--- config.mk ---
export PLATFORM = sky130hd
export DESIGN_NAME = arm_subset_execute_unit_flat
export DESIGN_NICKNAME = d
export VERILOG_FILES = /design/src/rtl/core/ase_pkg.sv /design/src/rtl/core/ase_if.sv /design/src/rtl/core/ase_ram.sv /design/src/rtl/core/ase_regfile.sv /design/src/rtl/core/ase_exec.sv /design/src/rtl/core/arm_subset_execute_unit.sv /design/src/flat_wrapper.sv
export SDC_FILE = /design/constraint.sdc
export NUM_CORES = 2
export LEC_CHECK = 0
export ABC_AREA = 0
export BUFFER_PORTS_ARGS = -buffer_cell sky130_fd_sc_hd__clkbuf_2
export CORE_MARGIN = 2
export CORE_UTILIZATION = 35
export DETAILED_ROUTE_END_ITERATION = 10
export PLACE_DENSITY = 0.52
export SYNTH_ARGS = -nofsm -noshare
export SYNTH_HDL_FRONTEND = slang
export SYNTH_HIERARCHICAL = 1
export SYNTH_SLANG_ARGS = --single-unit
--- constraint.sdc ---
create_clock -name clk -period 12.3 [get_ports clk]
set_clock_uncertainty 0.05 [all_clocks]
set_input_delay 2.46 -clock clk [delete_from_list [all_inputs] [get_ports clk]]
set_output_delay 2.46 -clock clk [all_outputs]
set_load 0.005 [all_outputs]
--- src/rtl/core/ase_pkg.sv ---
`timescale 1ns / 1ps
`default_nettype none

package ase_pkg;

	localparam int RegCount = 16;
	localparam int RegIdxW  = $clog2(RegCount);
	localparam int WordW    = 32;
	localparam int FlagW    = 4;
	localparam int ArgCount = 4;
	localparam int CfgIdxW  = 3;

	localparam logic [RegIdxW-1:0] PcIndex   = RegIdxW'(15);
	localparam logic [RegIdxW-1:0] LinkIndex = RegIdxW'(14);

	localparam logic [WordW-1:0] StartReset = 32'hFFFF_0040;
	localparam logic [WordW-1:0] ArgReset   = 32'h0000_0000;

	// bits 27..4 of a BX word
	localparam logic [23:0] BxPattern = 24'h12FFF1;
	localparam logic [2:0]  BranchClass = 3'b101;
	localparam logic [1:0]  DataProcClass = 2'b00;

	// configuration register indexes
	localparam logic [CfgIdxW-1:0] CfgStart = 3'd0;
	localparam logic [CfgIdxW-1:0] CfgArg0  = 3'd1;
	localparam logic [CfgIdxW-1:0] CfgArg1  = 3'd2;
	localparam logic [CfgIdxW-1:0] CfgArg2  = 3'd3;
	localparam logic [CfgIdxW-1:0] CfgArg3  = 3'd4;

	// data processing opcodes
	localparam logic [3:0] OpSub = 4'd2;
	localparam logic [3:0] OpAdd = 4'd4;
	localparam logic [3:0] OpCmp = 4'd10;
	localparam logic [3:0] OpCmn = 4'd11;
	localparam logic [3:0] OpMov = 4'd13;
	localparam logic [3:0] OpMvn = 4'd15;

	// condition codes
	localparam logic [3:0] CondEq = 4'd0;
	localparam logic [3:0] CondNe = 4'd1;
	localparam logic [3:0] CondCs = 4'd2;
	localparam logic [3:0] CondCc = 4'd3;
	localparam logic [3:0] CondMi = 4'd4;
	localparam logic [3:0] CondPl = 4'd5;
	localparam logic [3:0] CondVs = 4'd6;
	localparam logic [3:0] CondVc = 4'd7;
	localparam logic [3:0] CondHi = 4'd8;
	localparam logic [3:0] CondLs = 4'd9;
	localparam logic [3:0] CondGe = 4'd10;
	localparam logic [3:0] CondLt = 4'd11;
	localparam logic [3:0] CondGt = 4'd12;
	localparam logic [3:0] CondLe = 4'd13;
	localparam logic [3:0] CondAl = 4'd14;

	// flag bit positions within nzcv
	localparam int FlagN = 3;
	localparam int FlagZ = 2;
	localparam int FlagC = 1;
	localparam int FlagV = 0;

	typedef struct packed {
		logic               restart;
		logic               we;
		logic [RegIdxW-1:0] idx;
		logic [WordW-1:0]   data;
	} wr_req_t;

	typedef struct packed {
		logic               condition_passed;
		logic               unsupported;
		logic               dest_written;
		logic [RegIdxW-1:0] dest_index;
		logic [WordW-1:0]   written_value;
		logic [WordW-1:0]   next_pc;
		logic [FlagW-1:0]   flags_nzcv;
	} res_t;

endpackage

`default_nettype wire

--- src/rtl/core/ase_if.sv ---
`timescale 1ns / 1ps
`default_nettype none

interface ase_in_if;
	logic                      valid;
	logic                      ready;
	logic [ase_pkg::WordW-1:0] instruction_word;
	logic                      restart;

	modport source (output valid, output instruction_word, output restart, input ready);
	modport sink (input valid, input instruction_word, input restart, output ready);
endinterface

interface ase_out_if;
	logic                        valid;
	logic                        ready;
	logic                        condition_passed;
	logic                        unsupported;
	logic                        dest_written;
	logic [ase_pkg::RegIdxW-1:0] dest_index;
	logic [ase_pkg::WordW-1:0]   written_value;
	logic [ase_pkg::WordW-1:0]   next_pc;
	logic [ase_pkg::FlagW-1:0]   flags_nzcv;

	modport source (output valid, output condition_passed, output unsupported,
		output dest_written, output dest_index, output written_value, output next_pc,
		output flags_nzcv, input ready);
	modport sink (input valid, input condition_passed, input unsupported,
		input dest_written, input dest_index, input written_value, input next_pc,
		input flags_nzcv, output ready);
endinterface

`default_nettype wire

--- src/rtl/core/ase_ram.sv ---
`timescale 1ns / 1ps
`default_nettype none

module ase_ram #(
	parameter int WIDTH = 32,
	parameter int DEPTH = 16
) (
	input  wire logic                     clk,
	input  wire logic                     we,
	input  wire logic [$clog2(DEPTH)-1:0] waddr,
	input  wire logic [WIDTH-1:0]         wdata,
	input  wire logic                     re,
	input  wire logic [$clog2(DEPTH)-1:0] raddr,
	output logic      [WIDTH-1:0]         rdata
);

	logic [WIDTH-1:0] mem_q [DEPTH];

	always_ff @(posedge clk) begin
		if (we) begin
			mem_q[waddr] <= wdata;
		end
		if (re) begin
			rdata <= mem_q[raddr];
		end
	end

endmodule

`default_nettype wire

--- src/rtl/core/ase_regfile.sv ---
`timescale 1ns / 1ps
`default_nettype none

module ase_regfile (
	input  wire logic                                              clk,
	input  wire logic                                              arst_n,
	input  wire logic                                              rd_en,
	input  wire logic [ase_pkg::RegIdxW-1:0]                       ra_n,
	input  wire logic [ase_pkg::RegIdxW-1:0]                       ra_m,
	input  wire ase_pkg::wr_req_t                                  wr,
	input  wire logic [ase_pkg::ArgCount-1:0][ase_pkg::WordW-1:0] args,
	output logic      [ase_pkg::WordW-1:0]                         rn_val,
	output logic      [ase_pkg::WordW-1:0]                         rm_val
);

	logic [ase_pkg::WordW-1:0]                       ram_n_data;
	logic [ase_pkg::WordW-1:0]                       ram_m_data;
	logic [ase_pkg::RegIdxW-1:0]                     ra_n_s1;
	logic [ase_pkg::RegIdxW-1:0]                     ra_m_s1;
	logic [ase_pkg::RegCount-1:0]                    valid_q;
	logic [ase_pkg::ArgCount-1:0][ase_pkg::WordW-1:0] snap_q;
	logic                                            fwd_valid_q;
	logic [ase_pkg::RegIdxW-1:0]                     fwd_idx_q;
	logic [ase_pkg::WordW-1:0]                       fwd_data_q;

	// two copies give two read ports; both take every write
	ase_ram #(.WIDTH(ase_pkg::WordW), .DEPTH(ase_pkg::RegCount)) u_ram_n (
		.clk   (clk),
		.we    (wr.we),
		.waddr (wr.idx),
		.wdata (wr.data),
		.re    (rd_en),
		.raddr (ra_n),
		.rdata (ram_n_data)
	);

	ase_ram #(.WIDTH(ase_pkg::WordW), .DEPTH(ase_pkg::RegCount)) u_ram_m (
		.clk   (clk),
		.we    (wr.we),
		.waddr (wr.idx),
		.wdata (wr.data),
		.re    (rd_en),
		.raddr (ra_m),
		.rdata (ram_m_data)
	);

	always_ff @(posedge clk) begin
		if (rd_en) begin
			ra_n_s1 <= ra_n;
			ra_m_s1 <= ra_m;
		end
	end

	always_ff @(posedge clk or negedge arst_n) begin
		if (!arst_n) begin
			valid_q     <= '0;
			fwd_valid_q <= 1'b0;
			snap_q      <= {ase_pkg::ArgCount{ase_pkg::ArgReset}};
		end else if (wr.restart) begin
			valid_q     <= '0;
			fwd_valid_q <= 1'b0;
			snap_q      <= args;
		end else if (wr.we) begin
			valid_q[wr.idx] <= 1'b1;
			fwd_valid_q     <= 1'b1;
		end
	end

	always_ff @(posedge clk) begin
		if (wr.we) begin
			fwd_idx_q  <= wr.idx;
			fwd_data_q <= wr.data;
		end
	end

	// the last write may have landed in the same cycle as the read: take it from the bypass
	always_comb begin
		if (fwd_valid_q && fwd_idx_q == ra_n_s1) begin
			rn_val = fwd_data_q;
		end else if (valid_q[ra_n_s1]) begin
			rn_val = ram_n_data;
		end else if (ra_n_s1[ase_pkg::RegIdxW-1:2] == '0) begin
			rn_val = snap_q[ra_n_s1[1:0]];
		end else begin
			rn_val = '0;
		end

		if (fwd_valid_q && fwd_idx_q == ra_m_s1) begin
			rm_val = fwd_data_q;
		end else if (valid_q[ra_m_s1]) begin
			rm_val = ram_m_data;
		end else if (ra_m_s1[ase_pkg::RegIdxW-1:2] == '0) begin
			rm_val = snap_q[ra_m_s1[1:0]];
		end else begin
			rm_val = '0;
		end
	end

endmodule

`default_nettype wire

--- src/rtl/core/ase_exec.sv ---
`timescale 1ns / 1ps
`default_nettype none

module ase_exec (
	input  wire logic                          restart,
	input  wire logic [ase_pkg::WordW-1:0]     word,
	input  wire logic [ase_pkg::WordW-1:0]     start_address,
	input  wire logic [ase_pkg::WordW-1:0]     pc,
	input  wire logic [ase_pkg::FlagW-1:0]     flags,
	input  wire logic [ase_pkg::WordW-1:0]     rn_raw,
	input  wire logic [ase_pkg::WordW-1:0]     rm_raw,
	output ase_pkg::res_t                      res,
	output logic                               reg_we,
	output logic      [ase_pkg::RegIdxW-1:0]   reg_idx,
	output logic      [ase_pkg::WordW-1:0]     reg_data
);

	function automatic logic cond_ok(input logic [3:0] cond, input logic [3:0] f);
		logic n, z, c, v, ok;
		n = f[ase_pkg::FlagN];
		z = f[ase_pkg::FlagZ];
		c = f[ase_pkg::FlagC];
		v = f[ase_pkg::FlagV];
		case (cond)
			ase_pkg::CondEq: ok = z;
			ase_pkg::CondNe: ok = !z;
			ase_pkg::CondCs: ok = c;
			ase_pkg::CondCc: ok = !c;
			ase_pkg::CondMi: ok = n;
			ase_pkg::CondPl: ok = !n;
			ase_pkg::CondVs: ok = v;
			ase_pkg::CondVc: ok = !v;
			ase_pkg::CondHi: ok = c && !z;
			ase_pkg::CondLs: ok = !c || z;
			ase_pkg::CondGe: ok = n == v;
			ase_pkg::CondLt: ok = n != v;
			ase_pkg::CondGt: ok = !z && (n == v);
			ase_pkg::CondLe: ok = z || (n != v);
			ase_pkg::CondAl: ok = 1'b1;
			default:         ok = 1'b0;
		endcase
		return ok;
	endfunction

	logic                        pass;
	logic [ase_pkg::WordW-1:0]   pc4;
	logic [ase_pkg::WordW-1:0]   pc8;
	logic [ase_pkg::WordW-1:0]   a;
	logic [ase_pkg::WordW-1:0]   rm_val;
	logic [ase_pkg::WordW-1:0]   b;
	logic [ase_pkg::WordW-1:0]   r;
	logic [ase_pkg::WordW-1:0]   br_off;
	logic [4:0]                  rot;
	logic [2*ase_pkg::WordW-1:0] imm_wide;
	logic [ase_pkg::WordW:0]     sum_add;
	logic [ase_pkg::WordW:0]     sum_sub;
	logic [3:0]                  op;
	logic                        ibit;
	logic                        sbit;
	logic                        is_bx;
	logic                        is_b;
	logic                        is_dp;
	logic                        dp_ok;
	logic                        dp_wr;
	logic                        cf;
	logic                        vf;
	logic [ase_pkg::RegIdxW-1:0] rd;

	always_comb begin
		pass  = cond_ok(word[31:28], flags);
		pc4   = pc + 32'd4;
		pc8   = pc + 32'd8;
		op    = word[24:21];
		ibit  = word[25];
		sbit  = word[20];
		rd    = word[15:12];
		is_bx = word[27:4] == ase_pkg::BxPattern;
		is_b  = word[27:25] == ase_pkg::BranchClass;
		is_dp = word[27:26] == ase_pkg::DataProcClass;

		// r15 reads as the instruction address plus eight
		a      = (word[19:16] == ase_pkg::PcIndex) ? pc8 : rn_raw;
		rm_val = (word[3:0] == ase_pkg::PcIndex) ? pc8 : rm_raw;

		br_off = {{6{word[23]}}, word[23:0], 2'b00};

		rot      = {word[11:8], 1'b0};
		imm_wide = {24'd0, word[7:0], 24'd0, word[7:0]} >> rot;
		b        = ibit ? imm_wide[ase_pkg::WordW-1:0] : rm_val;

		sum_add = {1'b0, a} + {1'b0, b};
		sum_sub = {1'b0, a} + {1'b0, ~b} + 33'd1;

		dp_ok = op == ase_pkg::OpSub || op == ase_pkg::OpAdd || op == ase_pkg::OpMov ||
			op == ase_pkg::OpMvn || ((op == ase_pkg::OpCmp || op == ase_pkg::OpCmn) && sbit);
		if (!ibit && word[11:4] != 8'd0) begin
			dp_ok = 1'b0;
		end
		dp_wr = op == ase_pkg::OpSub || op == ase_pkg::OpAdd || op == ase_pkg::OpMov ||
			op == ase_pkg::OpMvn;

		cf = flags[ase_pkg::FlagC];
		vf = flags[ase_pkg::FlagV];
		if (ibit && rot != 5'd0) begin
			cf = b[31];
		end
		if (op == ase_pkg::OpSub || op == ase_pkg::OpCmp) begin
			r  = sum_sub[ase_pkg::WordW-1:0];
			cf = sum_sub[ase_pkg::WordW];
			vf = (a[31] ^ b[31]) & (a[31] ^ r[31]);
		end else if (op == ase_pkg::OpAdd || op == ase_pkg::OpCmn) begin
			r  = sum_add[ase_pkg::WordW-1:0];
			cf = sum_add[ase_pkg::WordW];
			vf = ~(a[31] ^ b[31]) & (a[31] ^ r[31]);
		end else if (op == ase_pkg::OpMov) begin
			r = b;
		end else begin
			r = ~b;
		end

		res                  = '0;
		res.next_pc          = pc;
		res.flags_nzcv       = flags;
		reg_we               = 1'b0;
		reg_idx              = rd;
		reg_data             = r;

		if (restart) begin
			res.next_pc    = start_address;
			res.flags_nzcv = '0;
		end else if (is_bx) begin
			res.condition_passed = pass;
			res.next_pc          = pass ? {rm_val[31:1], 1'b0} : pc4;
		end else if (is_b) begin
			res.condition_passed = pass;
			res.next_pc          = pass ? pc8 + br_off : pc4;
			if (pass && word[24]) begin
				res.dest_written  = 1'b1;
				res.dest_index    = ase_pkg::LinkIndex;
				res.written_value = pc4;
				reg_we            = 1'b1;
				reg_idx           = ase_pkg::LinkIndex;
				reg_data          = pc4;
			end
		end else if (is_dp && dp_ok) begin
			res.condition_passed = pass;
			res.next_pc          = pc4;
			if (pass) begin
				if (sbit) begin
					res.flags_nzcv = {r[31], r == '0, cf, vf};
				end
				if (dp_wr) begin
					res.dest_written  = 1'b1;
					res.dest_index    = rd;
					res.written_value = r;
					// a write to r15 is a jump and stays out of the file
					if (rd == ase_pkg::PcIndex) begin
						res.next_pc = r;
					end else begin
						reg_we = 1'b1;
					end
				end
			end
		end else begin
			res.unsupported = 1'b1;
		end
	end

endmodule

`default_nettype wire

--- src/rtl/core/arm_subset_execute_unit.sv ---
`timescale 1ns / 1ps
`default_nettype none

// Channel   Dir  Payload                                         Transfer
// instr     in   instruction_word[31:0], restart                 valid & ready
// result    out  passed, unsupported, dest, value, next_pc, nzcv valid & ready
// config    in   reg_index[2:0], write_data[31:0]                write_enable
//
// One instruction per cycle unless the result channel stalls. An instruction goes
// through the register file read (synchronous RAM), then execute, where PC, flags
// and the file are updated; a bypass covers a write that meets the next read.
// Results wait in an output register, so a new instruction is taken while one is
// unread. Restart reloads PC, flags and arguments; reset needs no clearing pass.

module arm_subset_execute_unit (
	input  wire logic                          clk,
	input  wire logic                          arst_n,
	ase_in_if.sink                             instr,
	ase_out_if.source                          result,
	input  wire logic                          write_enable,
	input  wire logic [ase_pkg::CfgIdxW-1:0]   reg_index,
	input  wire logic [ase_pkg::WordW-1:0]     write_data
);

	logic [ase_pkg::WordW-1:0]                        start_q;
	logic [ase_pkg::ArgCount-1:0][ase_pkg::WordW-1:0] arg_q;
	logic [ase_pkg::WordW-1:0]                        pc_q;
	logic [ase_pkg::FlagW-1:0]                        flags_q;
	logic                                             valid_s1;
	logic [ase_pkg::WordW-1:0]                        word_s1;
	logic                                             restart_s1;
	logic                                             out_valid_q;
	ase_pkg::res_t                                    res_q;
	ase_pkg::res_t                                    res;
	ase_pkg::wr_req_t                                 wr;
	logic                                             go;
	logic                                             accept;
	logic                                             ex_we;
	logic [ase_pkg::RegIdxW-1:0]                      ex_idx;
	logic [ase_pkg::WordW-1:0]                        ex_data;
	logic [ase_pkg::WordW-1:0]                        rn_val;
	logic [ase_pkg::WordW-1:0]                        rm_val;

	// execute commits only when the output register can take the result
	assign go          = valid_s1 && (!out_valid_q || result.ready);
	assign instr.ready = !valid_s1 || go;
	assign accept      = instr.valid && instr.ready;

	always_ff @(posedge clk or negedge arst_n) begin
		if (!arst_n) begin
			start_q <= ase_pkg::StartReset;
			arg_q   <= {ase_pkg::ArgCount{ase_pkg::ArgReset}};
		end else if (write_enable) begin
			case (reg_index)
				ase_pkg::CfgStart: start_q  <= write_data;
				ase_pkg::CfgArg0:  arg_q[0] <= write_data;
				ase_pkg::CfgArg1:  arg_q[1] <= write_data;
				ase_pkg::CfgArg2:  arg_q[2] <= write_data;
				ase_pkg::CfgArg3:  arg_q[3] <= write_data;
				default: ;
			endcase
		end
	end

	always_ff @(posedge clk or negedge arst_n) begin
		if (!arst_n) begin
			valid_s1    <= 1'b0;
			out_valid_q <= 1'b0;
			pc_q        <= ase_pkg::StartReset;
			flags_q     <= '0;
		end else begin
			if (instr.ready) begin
				valid_s1 <= instr.valid;
			end
			if (go) begin
				out_valid_q <= 1'b1;
				pc_q        <= res.next_pc;
				flags_q     <= res.flags_nzcv;
			end else if (result.ready) begin
				out_valid_q <= 1'b0;
			end
		end
	end

	always_ff @(posedge clk) begin
		if (accept) begin
			word_s1    <= instr.instruction_word;
			restart_s1 <= instr.restart;
		end
		if (go) begin
			res_q <= res;
		end
	end

	always_comb begin
		wr         = '0;
		wr.restart = go && restart_s1;
		wr.we      = go && ex_we;
		wr.idx     = ex_idx;
		wr.data    = ex_data;
	end

	ase_regfile u_regfile (
		.clk    (clk),
		.arst_n (arst_n),
		.rd_en  (accept),
		.ra_n   (instr.instruction_word[19:16]),
		.ra_m   (instr.instruction_word[3:0]),
		.wr     (wr),
		.args   (arg_q),
		.rn_val (rn_val),
		.rm_val (rm_val)
	);

	ase_exec u_exec (
		.restart       (restart_s1),
		.word          (word_s1),
		.start_address (start_q),
		.pc            (pc_q),
		.flags         (flags_q),
		.rn_raw        (rn_val),
		.rm_raw        (rm_val),
		.res           (res),
		.reg_we        (ex_we),
		.reg_idx       (ex_idx),
		.reg_data      (ex_data)
	);

	assign result.valid            = out_valid_q;
	assign result.condition_passed = res_q.condition_passed;
	assign result.unsupported      = res_q.unsupported;
	assign result.dest_written     = res_q.dest_written;
	assign result.dest_index       = res_q.dest_index;
	assign result.written_value    = res_q.written_value;
	assign result.next_pc          = res_q.next_pc;
	assign result.flags_nzcv       = res_q.flags_nzcv;

endmodule

`default_nettype wire

--- src/flat_wrapper.sv ---
// flat-port wrapper written by rule: the top's interface ports become plain ports
module arm_subset_execute_unit_flat 
  (clk, arst_n, write_enable, reg_index, write_data, instr_valid, instr_instruction_word, instr_restart, instr_ready, result_valid, result_condition_passed, result_unsupported, result_dest_written, result_dest_index, result_written_value, result_next_pc, result_flags_nzcv, result_ready);
  ase_in_if instr_i ();
  ase_out_if result_i ();
  input  wire logic clk;
  input  wire logic arst_n;
  input  wire logic write_enable;
  input  wire logic [ase_pkg::CfgIdxW-1:0] reg_index;
  input  wire logic [ase_pkg::WordW-1:0] write_data;
  input wire logic [$bits(instr_i.valid)-1:0] instr_valid;
  input wire logic [$bits(instr_i.instruction_word)-1:0] instr_instruction_word;
  input wire logic [$bits(instr_i.restart)-1:0] instr_restart;
  output wire logic [$bits(instr_i.ready)-1:0] instr_ready;
  output wire logic [$bits(result_i.valid)-1:0] result_valid;
  output wire logic [$bits(result_i.condition_passed)-1:0] result_condition_passed;
  output wire logic [$bits(result_i.unsupported)-1:0] result_unsupported;
  output wire logic [$bits(result_i.dest_written)-1:0] result_dest_written;
  output wire logic [$bits(result_i.dest_index)-1:0] result_dest_index;
  output wire logic [$bits(result_i.written_value)-1:0] result_written_value;
  output wire logic [$bits(result_i.next_pc)-1:0] result_next_pc;
  output wire logic [$bits(result_i.flags_nzcv)-1:0] result_flags_nzcv;
  input wire logic [$bits(result_i.ready)-1:0] result_ready;
  assign instr_i.valid = instr_valid;
  assign instr_i.instruction_word = instr_instruction_word;
  assign instr_i.restart = instr_restart;
  assign instr_ready = instr_i.ready;
  assign result_valid = result_i.valid;
  assign result_condition_passed = result_i.condition_passed;
  assign result_unsupported = result_i.unsupported;
  assign result_dest_written = result_i.dest_written;
  assign result_dest_index = result_i.dest_index;
  assign result_written_value = result_i.written_value;
  assign result_next_pc = result_i.next_pc;
  assign result_flags_nzcv = result_i.flags_nzcv;
  assign result_i.ready = result_ready;
  arm_subset_execute_unit u_core (.clk(clk), .arst_n(arst_n), .instr(instr_i), .result(result_i), .write_enable(write_enable), .reg_index(reg_index), .write_data(write_data));
endmodule
## Yosys cells after proc, flatten, opt, wreduce, memory -nomap -nowiden

Memory sizes are Yosys's and may differ from the RTL's. A register that Yosys moved wholly into a read port is not among the register bits.
Cells that the tools add are included.

| word-level totals | value |
|---|---|
| word-level logic and storage cells | 203 |
| memories kept | 2 |
| output and inout port bits | 77 |
| memory bits (writable) | 1024 |
| bits in registers | 495 |
| bits of input ports | 73 |

| operators by class | value |
|---|---|
| muxes and demuxes | 70 |
| $add $sub $neg | 6 |
| shift-type cells | 1 |
| $lt $le $gt $ge | 6 |
| bitwise gates (word level) | 8 |
| reductions and logical operators | 49 |
| equality and inequality tests | 33 |

Memories:

| name | words | bits a word | read ports | clocked after memory_dff | write ports | RTL line | RTL |
|---|---|---|---|---|---|---|---|
| u_core.u_regfile.u_ram_m.mem_q | 16 | 32 | 1 | 1 | 1 | ase_ram.sv:17 | `logic [WIDTH-1:0] mem_q [DEPTH];` |
| u_core.u_regfile.u_ram_n.mem_q | 16 | 32 | 1 | 1 | 1 | ase_ram.sv:17 |  |

Operators with widths:

| kind | count |
|---|---|
| $mux 32 | 22 |
| $mux 73 | 2 |
| $mux 69 | 2 |
| $bmux 32 s2 | 2 |
| $add 32x32->33 | 2 |
| $eq 4x4->1 const B | 14 |
| $shr 40x5->32 | 1 |
| $mux 37 | 1 |
| $mux 36 | 1 |
| $add 33x1->33 const B | 1 |
| $add 32x3->32 const B | 1 |
| $add 32x32->32 | 1 |
| $add 32x4->32 const B | 1 |
| $logic_not 32->1 | 1 |
| $mux 16 | 2 |
| $not 32->32 | 1 |
| $mux 4 | 7 |
| $mux 1 | 27 |
| $eq 24x21->1 const B | 1 |
| $eq 4x3->1 const B | 5 |
| $or 16x16->16 | 1 |
| $lt 4x5->1 const B | 3 |
| $pmux 1 s15 | 1 |
| $logic_and 1x1->1 | 14 |
| 26 further kinds | 59 |

## Longest topological paths before layout

| depth | value |
|---|---|
| depth after elaboration | 19 |
| depth in mapped cells | 27 |
| mapped depth without buffers | 23 |

## By module

Netlist, hierarchy kept.

By module, submodules not included:

| module | seq. area each (sq um) | area an instance (sq um) | times used | cells an instance |
|---|---|---|---|---|
| ase_ram | 16335.7 | 20155.6 | 2 | 838 |
| ase_exec | 0.0 | 11785.1 | 1 | 1903 |
| arm_subset_execute_unit | 8240.4 | 10815.4 | 1 | 537 |
| ase_regfile | 4949.7 | 9725.6 | 1 | 669 |

## Least setup slack after synthesis

OpenSTA, ideal clock, no wires.

| timing path | value |
|---|---|
| path kind | input port to flip-flop |
| start point | in result_ready |
| end point | mem u_core.u_regfile.u_ram_m.mem_q[0][0], enable pin |
| arrival | 6489 ps |
| required time | 11789 ps |
| setup slack | 5300 ps |
| stages on the path | 4 |
| cells stage by stage | nand2b_1 > and3_1 > or3b_2 > nor3_1 |

RTL lines:

| element | RTL line | RTL |
|---|---|---|
| from (decl) | flat_wrapper.sv:23 | `input wire logic [$bits(result_i.ready)-1:0] result_ready;` |
| to (decl) | ase_ram.sv:17 |  |

## Worst setup path in the final report

| timing path | value |
|---|---|
| start point | reg u_core/u_regfile/ra_m_s1[1] in the netlist's numbering |
| end point | mem u_core.u_regfile.u_ram_m.mem_q[3][31] (data pin) |

| between the ends | value |
|---|---|
| word-level cells in the longest chain between the ends | 15 |

Ends and longest elaborated chain:

| element | RTL line | RTL |
|---|---|---|
| from (decl) | ase_regfile.sv:19 | `logic [ase_pkg::RegIdxW-1:0] ra_m_s1;` |
| from (signal assigned) | ase_regfile.sv:50 | `ra_m_s1 <= ra_m;` |
| parallel branches: the longest is 4 deep, another holds $mux 32 | - |  |
| $mux 32 (*) | ase_regfile.sv:88 | `if (fwd_valid_q && fwd_idx_q == ra_m_s1) begin` |
| via u_core.rm_val (one bit) | arm_subset_execute_unit.sv:42 | `logic [ase_pkg::WordW-1:0] rm_val;` |
| $mux 32 (*) | ase_exec.sv:83 | `rm_val = (word[3:0] == ase_pkg::PcIndex) ? pc8 : rm_raw;` |
| $mux 32 (*) | ase_exec.sv:89 | `b = ibit ? imm_wide[ase_pkg::WordW-1:0] : rm_val;` |
| $not 32->32 | ase_exec.sv:92 | `sum_sub = {1'b0, a} + {1'b0, ~b} + 33'd1;` |
| $add 32x32->33 | ase_exec.sv:92 |  |
| $add 33x1->33 | ase_exec.sv:92 |  |
| $mux 32 (*) | ase_exec.sv:107 | `if (op == ase_pkg::OpSub \|\| op == ase_pkg::OpCmp) begin` |
| $mux 32 | ase_exec.sv:137 | `if (pass && word[24]) begin` |
| $mux 32 | ase_exec.sv:134 | `end else if (is_b) begin` |
| $mux 32 | ase_exec.sv:131 | `end else if (is_bx) begin` |
| $mux 32 (*) | ase_exec.sv:128 | `if (restart) begin` |
| via u_core.ex_data (one bit) | arm_subset_execute_unit.sv:40 | `logic [ase_pkg::WordW-1:0] ex_data;` |

Mark *: on every way through the listed nets, which the timed path passes. The select of a mux whose other input is x is not followed.

==> impl_metrics.json <==
{
  "worst_path_dominant_cell_family": "compound AO/OA/AOI/OAI gates",
  "crit_slowest_cell": "a21oi_4",
  "post_cts_buffers": 0,
  "design_area_sq_um": 82600,
  "max_stage_delay_ns": 0.80,
  "maxCapViolCount": 1,
  "violations": "max-capacitance violations, max-slew violations",
  "drcViolationCount": 0,
  "dieArea_sq_um": 211000,
  "firstDrtPassIters": 6,
  "slew_headroom": -0.0112,
  "total_power_mw": 15.2,
  "grt_start_max_net_pins": 119,
  "setup.worst_path.class": "flip-flop to flip-flop",
  "hold_buffers": 0,
  "dp_slack_ns": 4.16,
  "synth_area_per_cell_sq_um": 15.2,
  "vias": 45400,
  "num-nets-final": 5112,
  "worst_pin_slew_ns": 1.50,
  "cts_root_buf": "clkbuf_16",
  "cts_tree": "built",
  "port_buffers": 149,
  "crit_path_max_fanout": 34,
  "hold_violations": 0,
  "regArea_sq_um": 45900,
  "dpl.hpwl_um": 169000,
  "status": "finished, violations left",
  "gp_congestion": 1.02,
  "rsz0062_at_grt": "false",
  "syn_nets": 4958,
  "crit_chain": "buf_4, xnor2_1, nand2_1, nor4_4, buf_4, nor2b_2, buf_4, a221o_1, nor2_1, a211oi_1, or2_2, ha_1, nand3_1, nor4_1, nor3_1, o31ai_1, a31oi_1, o21a_1, o31a_1, xor2_1, o21ai_0, o21ai_2, nor2_1, a21oi_4",
  "wl_per_cell_um": 32.4,
  "rows": 167,
  "multi_input_area_sq_um": 25600,
  "crit_buf_inv": 3,
  "clk_path_buf_depth": 3,
  "clk_latency_ns": 0.82,
  "nFillCells": 19000,
  "h-tree-depth": 4,
  "final_cells": 7787,
  "power.density_nw_per_um2": 184,
  "die_w_um": 460,
  "yosysUniqueCellTypes": 103,
  "synthCells": 4785,
  "worstPathArrival_ns": 8.67,
  "drive_gt1_frac": 0.239,
  "setup_tns_ns": 0,
  "core_sq_um": 207000,
  "cts_made_buffers": 167,
  "final_max_slew_viol_count": 3,
  "cts.sinks": 1583,
  "wl_um": 252000,
  "dieHeight_um": 460,
  "area_delta_synth_final_pct": 13.8,
  "leakagePower_nw": 28.7,
  "cts.repair.resized": 0,
  "vias_per_cell": 5.83,
  "async_flop_share": 0.217,
  "synth.ff_latch_count": 1583,
  "syn-cell-area_sq_um": 72600,
  "placedCellCount": 7474,
  "final.period_utilization": 0.672,
  "final.setup.worst_slack_ns": 4.04,
  "irDropWorstVdd_v": 0.000131,
  "hp-class": "flip-flop to flip-flop",
  "ys_warn_count": 6,
  "crit_required_ns": 12.71,
  "ys.flop_type": "edfxtp_1",
  "min_period_ns": 8.26,
  "grt_pass1_vias": 44700,
  "synth_edf_count": 1240,
  "cp_common_cell": "buf_4",
  "fmax_ghz": 0.121,
  "drtAntennaViolNets": 0,
  "clk_pin_slew_ns": 0.06,
  "ios": 150,
  "antenna_found_initial": 19,
  "dpl_cell_area_sq_um": 77100,
  "start_kind": "flip-flop",
  "grt_pass1_wl_um": 354000,
  "initial_core_util": 0.351,
  "end_kind": "flip-flop",
  "finalSetupViolCount": 0,
  "gr-total-overflow": 0,
  "grtUsageTotal": 0.236,
  "ys_seq_area_frac": 0.631,
  "drt_iter0_drc": 5296
}
power by group:
group / total (mW) / switching, mW / internal, mW
Sequential: 6.87 / 0.397 / 6.47
Combinational: 3.24 / 2.13 / 1.11
Clock: 5.06 / 2.16 / 2.90
Total: 15.2 / 4.69 / 10.5
kinds of logic after synthesis:
group / share of synthesized area
xor gates and xnor gates: 0.0145
AOI/OAI and AO/OA: 0.0864
buffers and inverters: 0.0247
DFF: 0.631
and+or+nand+nor: 0.0615
muxes: 0.164
adders and majority gates: 0.0175
cell usage after synthesis (38+ instances only):
cell type / count / share of area
a211oi_1: 51 / 0.0053
a21oi_1: 194 / 0.013
a221o_1: 72 / 0.0099
a22oi_1: 141 / 0.015
and2_1: 52 / 0.0045
buf_1: 38 / 0.0020
buf_2: 41 / 0.0028
clkbuf_1: 194 / 0.010
dfrtp_1: 309 / 0.11
edfxtp_1: 1240 / 0.51
ha_1: 97 / 0.017
inv_1: 99 / 0.0051
mux2_1: 160 / 0.025
mux2_2: 164 / 0.025
mux2i_1: 53 / 0.0073
mux4_2: 330 / 0.10
nand2_1: 306 / 0.016
nand3_1: 41 / 0.0028
nor2_1: 274 / 0.014
nor3_1: 54 / 0.0037
o21ai_0: 125 / 0.0086
o22ai_1: 46 / 0.0040
xnor2_1: 78 / 0.0094
xor2_1: 42 / 0.0051
final cells by class:
cell class / instances / share of cell area
Sequential cell: 1583 / 0.555
Multi-Input combinational cell: 2789 / 0.310
Clock buffer: 234 / 0.0563
Tap cell: 2704 / 0.0409
Timing Repair Buffer: 296 / 0.0229
Clock inverter: 75 / 0.0106
Inverter: 102 / 0.00463
Antenna cell: 4 / 0.000121
worst reg2reg max path, delay by kind of cell (launching register included):
kind,cells,cell delay (ns)
flops,1,0.32
compound gates,9,3.15
simple gates,9,2.39
fa+ha+maj,1,0.49
buf+inv,3,1.13
xor+xnor,2,0.35
registers in the layout (all words and copies together) (netlist names), 128 cells and up:
name	count
u_core/arg_q	128
u_core/u_regfile/u_ram_n/mem_q	512
u_core/u_regfile/snap_q	128
u_core/u_regfile/u_ram_m/mem_q	512
cells in the final DEF, fill, tap and decap left out, types with 29 or more instances in the layout:
master     netlist  layout
dfrtp_1        309     309
o21ai_0        125     116
a211oi_1        51      50
mux2i_1         53      47
nand4_1         32      32
nand3_1         41      40
a21oi_1        194     178
clkbuf_2         0     144
xnor2_1         78      78
dfstp_2         34      34
ha_1            97      97
and2_1          52      48
o22ai_1         46      46
clkbuf_1       194      49
clkbuf_16        0     171
edfxtp_1      1240    1240
a221o_1         72      72
mux2_1         160     160
mux4_2         330     330
a21o_1          29      29
mux2_2         164     164
nor2_1         274     243
nand2_1        306     306
inv_1           99      99
buf_4           24     147
xor2_1          42      42
nor3_1          54      45
a22oi_1        141     141
nand2b_1        35      35
metrics by stage:
| stage | hold WS, ns | utilization |
|---|---|---|
| 2_1_floorplan | 0.402 | - |
| 5_1_grt | 0.430 | 0.400 |
| 4_1_cts | 0.418 | 0.400 |
| 3_5_place_dp | 0.421 | 0.373 |
| 6_report | 0.430 | 0.400 |
| 3_3_place_gp | 0.412 | 0.373 |
final timing paths:
kind	start	cells after the start	slack [ns]	to
setup / recovery	u_core/u_regfile/ra_m_s1[1]	24	4.04	u_core/u_regfile/u_ram_m/mem_q[3][31]
hold / removal	u_core/arg_q[59]	1	0.43	u_core/u_regfile/snap_q[59]
min in group asynchronous	arst_n	1	1.64	u_core/arg_q[126]
setup reg to reg	u_core/u_regfile/ra_m_s1[1]	24	4.04	u_core/u_regfile/u_ram_m/mem_q[3][31]
max in group asynchronous	arst_n	3	8.45	u_core/valid_s1
hold reg to reg	u_core/arg_q[59]	1	0.43	u_core/u_regfile/snap_q[59]
metal layers:
| metal | track usage | routed length, um | vias up |
|---|---|---|---|
| met1 | 0.327 | 107000 | 23900 |
| met3 | 0.0392 | 18000 | 422 |
| met5 | 0 | 40 | - |
| met2 | 0.369 | 115000 | 1920 |
| met4 | 0.0989 | 11700 | 6 |
| li1 | - | - | 19200 |
(Power assumes the default switching activity.)
